File: config.mk
export PLATFORM = sky130hd
export DESIGN_NAME = nnwr_ctrl
export DESIGN_NICKNAME = d
export VERILOG_FILES = /design/src/rtl/core/nearest_node_within_range_macros.svh /design/src/rtl/core/nnwr_pkg.sv /design/src/rtl/core/nnwr_ctrl.sv
export SDC_FILE = /design/constraint.sdc
export NUM_CORES = 1
export LEC_CHECK = 0
export ABC_CLOCK_PERIOD_IN_PS = 1150
export BUFFER_PORTS_ARGS = -buffer_cell sky130_fd_sc_hd__buf_2
export CAP_MARGIN = 20
export CORE_AREA = 2 2 39 41
export DETAILED_ROUTE_END_ITERATION = 8
export DIE_AREA = 0 0 41 43
export GPL_ROUTABILITY_DRIVEN = 0
export SLEW_MARGIN = 10
export SYNTH_ARGS = -nofsm -noshare
export SYNTH_HDL_FRONTEND = slang
export SYNTH_SLANG_ARGS = --single-unit
export TNS_END_PERCENT = 100
File: constraint.sdc
create_clock -name i_clk -period 1.15 [get_ports i_clk]
set_input_delay 0.0575 -clock i_clk [delete_from_list [all_inputs] [get_ports i_clk]]
set_output_delay 0.0575 -clock i_clk [all_outputs]
set_load 0.03 [all_outputs]
File: src/rtl/core/nearest_node_within_range_macros.svh
// Assertion macros for the nearest node search RTL, used by nnwr_dpath.
// Each macro checks one implication on the rising clock edge and is
// switched off while the synchronous active-low reset is asserted.
`ifndef NEAREST_NODE_WITHIN_RANGE_MACROS_SVH
`define NEAREST_NODE_WITHIN_RANGE_MACROS_SVH

`ifndef SYNTHESIS

// Same-cycle implication: when ante holds, cons holds in the same cycle.
`define NNWR_ASSERT_IMP(lbl, clk, rst_n, ante, cons) \
    lbl: assert property (@(posedge clk) disable iff (!rst_n) (ante) |-> (cons)) \
        else $error("nearest node search: assertion failed");

// Next-cycle implication: when ante holds, cons holds in the following cycle.
`define NNWR_ASSERT_NXT(lbl, clk, rst_n, ante, cons) \
    lbl: assert property (@(posedge clk) disable iff (!rst_n) (ante) |=> (cons)) \
        else $error("nearest node search: assertion failed");

`else

`define NNWR_ASSERT_IMP(lbl, clk, rst_n, ante, cons)
`define NNWR_ASSERT_NXT(lbl, clk, rst_n, ante, cons)

`endif

`endif

File: src/rtl/core/nnwr_pkg.sv
`default_nettype none

package nnwr_pkg;

    // Coordinate format: signed fixed point, 4 fractional bits.
    localparam int COORD_BITS = 20;
    localparam int DIF_W      = COORD_BITS + 1;
    localparam int SQ_W       = 2 * DIF_W;
    localparam int SUM_W      = SQ_W + 2;

    localparam int SLOT_W  = 8;
    localparam int IDENT_W = 16;
    localparam int MAP_W   = 16;
    localparam int RANGE_W = 16;
    localparam int RSQ_W   = 2 * RANGE_W;
    localparam int ROW_W   = 9;

    // Configuration port.
    localparam int CFG_IDX_W  = 1;
    localparam int CFG_DATA_W = 16;
    localparam logic [CFG_IDX_W-1:0] CFG_MATCH_RANGE = 1'b0;
    localparam logic [CFG_IDX_W-1:0] CFG_ROW_COUNT   = 1'b1;

    localparam logic [RANGE_W-1:0] MATCH_RANGE_RST = 16'd960;
    localparam logic [ROW_W-1:0]   ROW_COUNT_RST   = 9'd256;

    // Item modes.
    localparam logic MODE_LOAD  = 1'b0;
    localparam logic MODE_QUERY = 1'b1;

    typedef struct packed {
        logic                         mode;
        logic [SLOT_W-1:0]            slot;
        logic                         slot_present;
        logic [IDENT_W-1:0]           node_ident;
        logic [MAP_W-1:0]             map_number;
        logic signed [COORD_BITS-1:0] pos_x;
        logic signed [COORD_BITS-1:0] pos_y;
        logic signed [COORD_BITS-1:0] pos_z;
    } t_in_item;

    typedef struct packed {
        logic               found;
        logic [IDENT_W-1:0] best_node;
    } t_out_item;

    // Commands from the controller to the datapath.
    typedef struct packed {
        logic clr_wr;
        logic ld_wr;
        logic q_start;
        logic scan_issue;
        logic out_load;
    } t_ctl_cmd;

    // Status from the datapath to the controller.
    typedef struct packed {
        logic clr_last;
        logic scan_none;
        logic scan_last;
        logic pipe_empty;
        logic out_busy;
    } t_ctl_stat;

endpackage

`default_nettype wire

File: src/rtl/core/nnwr_ctrl.sv
`default_nettype none

module nnwr_ctrl (
    input  wire logic               i_clk,
    input  wire logic               i_rst_n,
    input  wire logic               i_in_valid,
    input  wire logic               i_in_mode,
    output logic                    o_in_ready,
    output nnwr_pkg::t_ctl_cmd      o_cmd,
    input  wire nnwr_pkg::t_ctl_stat i_stat
);

    typedef enum logic [2:0] {
        S_CLEAR,
        S_IDLE,
        S_SCAN,
        S_DRAIN,
        S_DONE
    } t_state;

    t_state r_state;
    t_state n_state;

    always_comb begin
        n_state    = r_state;
        o_cmd      = '0;
        o_in_ready = 1'b0;
        unique case (r_state)
            S_CLEAR: begin
                o_cmd.clr_wr = 1'b1;
                if (i_stat.clr_last) begin
                    n_state = S_IDLE;
                end
            end
            S_IDLE: begin
                o_in_ready = 1'b1;
                if (i_in_valid) begin
                    if (i_in_mode == nnwr_pkg::MODE_QUERY) begin
                        o_cmd.q_start = 1'b1;
                        n_state = i_stat.scan_none ? S_DRAIN : S_SCAN;
                    end else begin
                        o_cmd.ld_wr = 1'b1;
                    end
                end
            end
            S_SCAN: begin
                o_cmd.scan_issue = 1'b1;
                if (i_stat.scan_last) begin
                    n_state = S_DRAIN;
                end
            end
            S_DRAIN: begin
                if (i_stat.pipe_empty) begin
                    n_state = S_DONE;
                end
            end
            S_DONE: begin
                if (!i_stat.out_busy) begin
                    o_cmd.out_load = 1'b1;
                    n_state = S_IDLE;
                end
            end
            default: begin
                n_state = S_IDLE;
            end
        endcase
    end

    always_ff @(posedge i_clk) begin
        if (!i_rst_n) begin
            r_state <= S_CLEAR;
        end else begin
            r_state <= n_state;
        end
    end

endmodule

`default_nettype wire

==> results.tsv, run 1 <==
stage	metric	value	unit
outcome	status	finished, violations left	
outcome	failing checks	negative setup slack	
clock_network	CTS Buf Count	3	
sta	Max Freq	805.8	MHz
cells_and_area	Diodes inserted	0	
cells_and_area	area delta synth->final	112.0	%
synth	top cell type by total area after synthesis	dfxtp_1	
critical_path	Critical Path AT	1.18	ns
floorplan	Initial Util	15.82	%
sta	Setup WS post-layout	-0.09100	ns
route	DRC	0	
critical_path	crit path max-delay cell type	dfxtp_2	
sta	final hold violation count	0	
critical_path	Max stage delay on crit path	0.31	ns
pwr	combinational power share	33.4	%
route	antenna-violating nets left	0	
pwr	Sw Pwr	130.3	µW
clock_network	CTS tree	done	
sta	Setup Skew	0.0004280	ns
synth	post-synth top area share	27.43	%
pwr	switching share of power	29.12	%
sta	Setup-failing EPs final	3	
floorplan	die extent in y	43	µm
clock_network	# H-tree levels	1	
sta	Final Max Tran Viols	0	
floorplan	die width	41	µm
synth	leading post-synthesis cells by cell area	dfxtp_1, and3b_1, and2_2	
synth	largest family of logic cells by synthesized area	simple AND/OR/NAND/NOR gates	
synth	Synth Area in Adders	0	%
synth	yosys warns	0	
pwr	Internal	317.2	µW
critical_path	Setup crit start kind	flop	
critical_path	CP Data Required Time	1.09	ns
cells_and_area	max reg flops	3	
sta	final cycle utilization of the critical path	107.9	%
global_route	gr ovfl total	0	
route	Via-to-Cell Ratio	4.194	
clock_network	Clk Latency, worst-skew pair	0.23	ns
clock_network	clock sink total	3	
cells_and_area	post-layout util	33.54	%
sta	worst-margin pin slew	0.1925	ns
pwr	total power	447.5	µW
global_route	Total GRT Usage	7.924	%
synth	flops & latches, synth	3	
synth	Synth Area in Compound Gates	10.86	%
cells_and_area	fin area	464.2	µm²
route	vias	281	
global_route	first-pass GRT wire length	910	µm
critical_path	Crit. End Element	output pin	
clock_network	CTS Hold Buffers Added	0	
placement	buffers added on ports	14	
route	total wire length	604	µm
flow_run	max_cap viols	0	
synth	Yosys cell types	18	
sta	normalized max-slew margin	87.17	%
route	DRT Pass-1 Iters	3	
pwr	Max VDD drop	384.7	µV
synth	post-synthesis simple-gate area fraction	50.29	%
synth	average size of a mapped cell	8.110	µm²
synth	multiplexer share of the synthesized area	4.571	%
cells_and_area	biggest regs	r_state: 3 flops	
route	Detailed Route Iter0 Violations	2	
pwr	power share of the clock group	41.4	%
worst_hold_path	Min-Delay Path Class	in -> reg	
cells_and_area	layout cells sized above 1	74.51	%
synth	Mapped Area	219.0	µm²
floorplan	die area	1763	µm²
placement	dpl ws	0.03738	ns
global_route	vias in the first global route	241	
synth	register area share after synthesis	27.43	%
global_route	initial antenna violation count	0	
critical_path	Crit Path Category	reg -> out	
pwr	sequential power share	25.2	%
clock_network	Max Buffers Root-to-Sink	2	
floorplan	row count	14	
global_route	largest net degree at the start of global routing	6	
synth	Synth Area in XOR/XNOR	0	%
clock_network	CTS root buffer	clkbuf_4	
synth	Syn Inst Count	27	
floorplan	Boundary Pins	15	
cells_and_area	Most flops, register	r_state	
route	Avg WL per Cell	9.015	µm
critical_path	crit-path max FO	3	
sta	RSZ-0062 raised after global routing	yes	
placement	dpl cells	59	
synth	syn_nets	36	
placement	area post-placement	327.8	µm²
cells_and_area	nets	61	
sta	crit path time final	1.241	ns
clock_network	Worst-path clk slew	0.04	ns
pwr	Lkg Pwr	0.0002174	µW
critical_path	critical path cell sequence	nor2b_4 -> and2b_2 -> and3b_2 -> buf_6	
cells_and_area	fin cells	67	
pwr	power per cell area	964.0	nW/µm²
floorplan	CORE AREA	1384	µm²
## metal layers
layer | wire length (µm) | GRT usage (%)
met1 | 240 | 9.295
met2 | 280 | 10.00
met3 | 69 | 3.141
met4 | 13 | 8.000
met5 | 0 | 0
## power by group through the flow
stage / combinational (µW) / clock, µW / sequential [µW]
2_1_floorplan: 65.0 / 0 / 116
3_3_place_gp: 101 / 0 / 116
3_5_place_dp: 101 / 0 / 116
4_1_cts: 132 / 194 / 113
5_1_grt: 160 / 211 / 113
6_report: 149 / 185 / 113
## kinds of logic (layout without fill, tap and decap cells)
kind of cell | after synthesis | after routing
AND/OR/NAND/NOR | 18 | 18
buffers and inverters | 2 | 26
multiplexers | 1 | 1
flip-flops | 3 | 3
AO/OA/AOI/OAI | 3 | 3
## worst paths after layout
check,start,end,slack [ns],cells past startpoint
worst min-delay path,i_rst_n,r_state[2],0.09,2
worst max register to register,r_state[1],r_state[0],0.02,4
worst min register to register,r_state[2],r_state[1],0.59,2
worst max-delay path,r_state[0],o_cmd[3],-0.09,4
## per-stage QoR
step / setup TNS [ns] / hold slack, ns
6_report: -0.1515 / 0.08997
3_5_place_dp: 0 / 0.3411
4_1_cts: -0.1975 / 0.08677
3_3_place_gp: 0 / 0.3406
2_1_floorplan: 0 / 0.2113
5_1_grt: -0.3706 / 0.1020
## critical path: cells and delay by family (launching register included)
family | cells | cell delay [ns]
buffers and inverters | 1 | 0.13
flip-flops | 1 | 0.31
AND/OR/NAND/NOR | 3 | 0.52
## cells in the mapped netlist
library cell / number
o221ai_1: 1
inv_1: 1
dfxtp_1: 3
and3b_1: 2
buf_6: 1
and2_2: 2
nor3b_1: 1
a22oi_1: 1
and3_1: 1
mux2i_1: 1
nor2b_2: 1
a21boi_0: 1
nand2_1: 3
nor3_1: 1
and4_1: 1
and2b_2: 1
nand3_1: 2
nor2_1: 3
## final cells by class
type	instances	area (µm²)
Clock buffer	4	26.28
Fill cell	148	919.6
Inverter	1	3.754
Multi-Input combinational cell	22	193.9
Sequential cell	3	66.31
Tap cell	16	20.02
Timing Repair Buffer	21	153.9
## cell usage in the layout (no fill, tap or decap), types with 2 or more instances in the layout
cell type | Yosys | layout
nor2_4 | 0 | 2
buf_4 | 0 | 7
buf_2 | 0 | 9
dfxtp_2 | 0 | 2
nand2_1 | 3 | 3
buf_6 | 1 | 5
nand3_1 | 2 | 2
clkbuf_4 | 0 | 3
## repair_timing
action,4_1_cts,5_1_grt
endpoints found under the setup margin,6,7
resized for setup,19,5
setup buffers,3,1
pin swaps,1,2
(Power assumes the default switching activity.)
==> run 2: changes to the inputs <==
Settings changed: CELL_PAD_IN_SITES_DETAIL_PLACEMENT set to 0, CELL_PAD_IN_SITES_GLOBAL_PLACEMENT set to 1, GPL_TIMING_DRIVEN set to 1, PLACE_DENSITY_LB_ADDON set to 0.1.
==> run 2 against run 1 <==
Net effect:
- the flow still finishes with violations (negative setup slack)
- final cell count shrank 3.0%
- global-route usage grew 0.78 points
- cell area shrank 9.7%
- non-clock buffer count shrank 2
- first-iteration DRC count shrank 50%
- sequential cell count is the same
- power shrank 5.1%
- critical path depth is the same
- critical endpoint unchanged
- highest routed layer is now met3
==> results.tsv, run 2 (synthesized netlist as in run 1, its figures left out) <==
stage	metric	value	unit
sta	Setup Skew	0.001435	ns
pwr	power per cell area	1013	nW/µm²
cells_and_area	fin area	419.2	µm²
sta	hold_ws	0.1027	ns
route	M1 wire length	246	µm
critical_path	critical path cell sequence	nor2b_4 -> and2b_2 -> and3b_2 -> buf_6	
outcome	status	finished, violations left	
clock_network	CTS Hold Buffers Added	0	
cells_and_area	Diodes inserted	0	
floorplan	die width	41	µm
outcome	failing checks	negative setup slack	
cells_and_area	most common cell after layout, fill and taps aside	buf_2	
cells_and_area	commonest cells after routing, fill and taps aside	buf_2, buf_4, nand2_1, clkbuf_4, buf_6	
route	Via-to-Cell Ratio	4.154	
route	met2 routed WL	332	µm
sta	final hold violation count	0	
clock_network	Worst-path clk slew	0.04	ns
floorplan	Initial Util	15.82	%
floorplan	CORE AREA	1384	µm²
route	total wire length	616	µm
pwr	Lkg Pwr	0.0001981	µW
critical_path	Top Family by Delay on Critical Path	simple AND/OR/NAND/NOR gates	
sta	Setup-failing EPs final	3	
sta	normalized max-slew margin	88.47	%
clock_network	Max Buffers Root-to-Sink	2	
sta	crit path time final	1.242	ns
floorplan	row count	14	
clock_network	clock sink total	3	
cells_and_area	post-layout util	30.29	%
critical_path	crit path max-delay cell type	dfxtp_2	
cells_and_area	max reg flops	3	
floorplan	die area	1763	µm²
route	Detailed Route Iter0 Violations	1	
route	vias	270	
global_route	first-pass GRT wire length	966	µm
route	DRT Pass-1 Iters	2	
critical_path	Crit Path Category	reg -> out	
route	Avg WL per Cell	9.477	µm
placement	area post-placement	327.8	µm²
floorplan	Boundary Pins	15	
global_route	largest net degree at the start of global routing	10	
cells_and_area	layout cells sized above 1	69.39	%
cells_and_area	area delta synth->final	91.43	%
critical_path	crit-path max FO	3	
critical_path	CP bufs+invs	1	
sta	Max Freq	805.5	MHz
route	DRC	0	
cells_and_area	nets	59	
sta	final cycle utilization of the critical path	108.0	%
clock_network	Clk Latency, worst-skew pair	0.23	ns
global_route	initial antenna violation count	0	
global_route	gr ovfl total	0	
clock_network	CTS Buf Count	3	
placement	Detailed Place HPWL	492.7	µm
sta	worst-margin pin slew	0.1729	ns
pwr	total power	424.4	µW
clock_network	# H-tree levels	1	
floorplan	die extent in y	43	µm
global_route	vias in the first global route	256	
flow_run	max_cap viols	0	
route	antenna-violating nets left	0	
route	WL met3	36	µm
worst_hold_path	Min-Delay Path Class	in -> reg	
route	max layer used	met3	
critical_path	Max stage delay on crit path	0.31	ns
cells_and_area	biggest regs	r_state: 3 flops	
global_route	Total GRT Usage	8.709	%
cells_and_area	Most flops, register	r_state	
clock_network	CTS root buffer	clkbuf_4	
pwr	Max VDD drop	343.6	µV
clock_network	CTS tree	done	
critical_path	Crit. End Element	output pin	
placement	buffers added on ports	14	
critical_path	Setup crit start kind	flop	
critical_path	Critical Path AT	1.18	ns
critical_path	CP Data Required Time	1.09	ns
sta	RSZ-0062 raised after global routing	yes	
placement	dpl ws	-0.001778	ns
sta	Final Max Tran Viols	0	
sta	Setup WS post-layout	-0.09153	ns
[run 2: final timing paths]
| check | to | slack, ns | depth (start not counted) | from |
|---|---|---|---|---|
| worst max-delay path | o_cmd[3] | -0.09 | 4 | r_state[0] |
| worst min-delay path | r_state[2] | 0.10 | 2 | i_rst_n |
| worst max register to register | r_state[0] | 0.10 | 5 | r_state[0] |
| worst min register to register | r_state[2] | 0.56 | 2 | r_state[1] |
[run 2: repair_timing]
action	4_1_cts	5_1_grt
gates resized for setup	18	0
buffers inserted	1	1
pin swaps	1	1
setup endpoints to repair	7	6
[run 2: layer usage]
layer | vias to the layer above | GRT usage, %
met3 | 0 | 4.712
met5 | - | 0
met1 | 125 | 8.599
met2 | 7 | 12.19
li1 | 138 | -
met4 | 0 | 8.000
[run 2: power by group]
group	total (µW)	internal, µW	switching [µW]
clock network	182	130	51.7
registers	115	109	5.71
logic	128	65.5	62.2
total	424	305	120
[run 2: area by class of cell]
class | count | area (µm²)
Fill cell | 164 | 964.7
Multi-Input combinational cell | 22 | 171.4
Timing Repair Buffer | 19 | 131.4
Sequential cell | 3 | 66.31
Clock buffer | 4 | 26.28
Tap cell | 16 | 20.02
Inverter | 1 | 3.754
[run 2: stage by stage]
stage	TNS, ns	std cells
floorplan	0	27
global placement	0	59
detailed placement	-0.001778	59
CTS	-0.2223	64
global route	-0.3678	65
finish	-0.1795	65
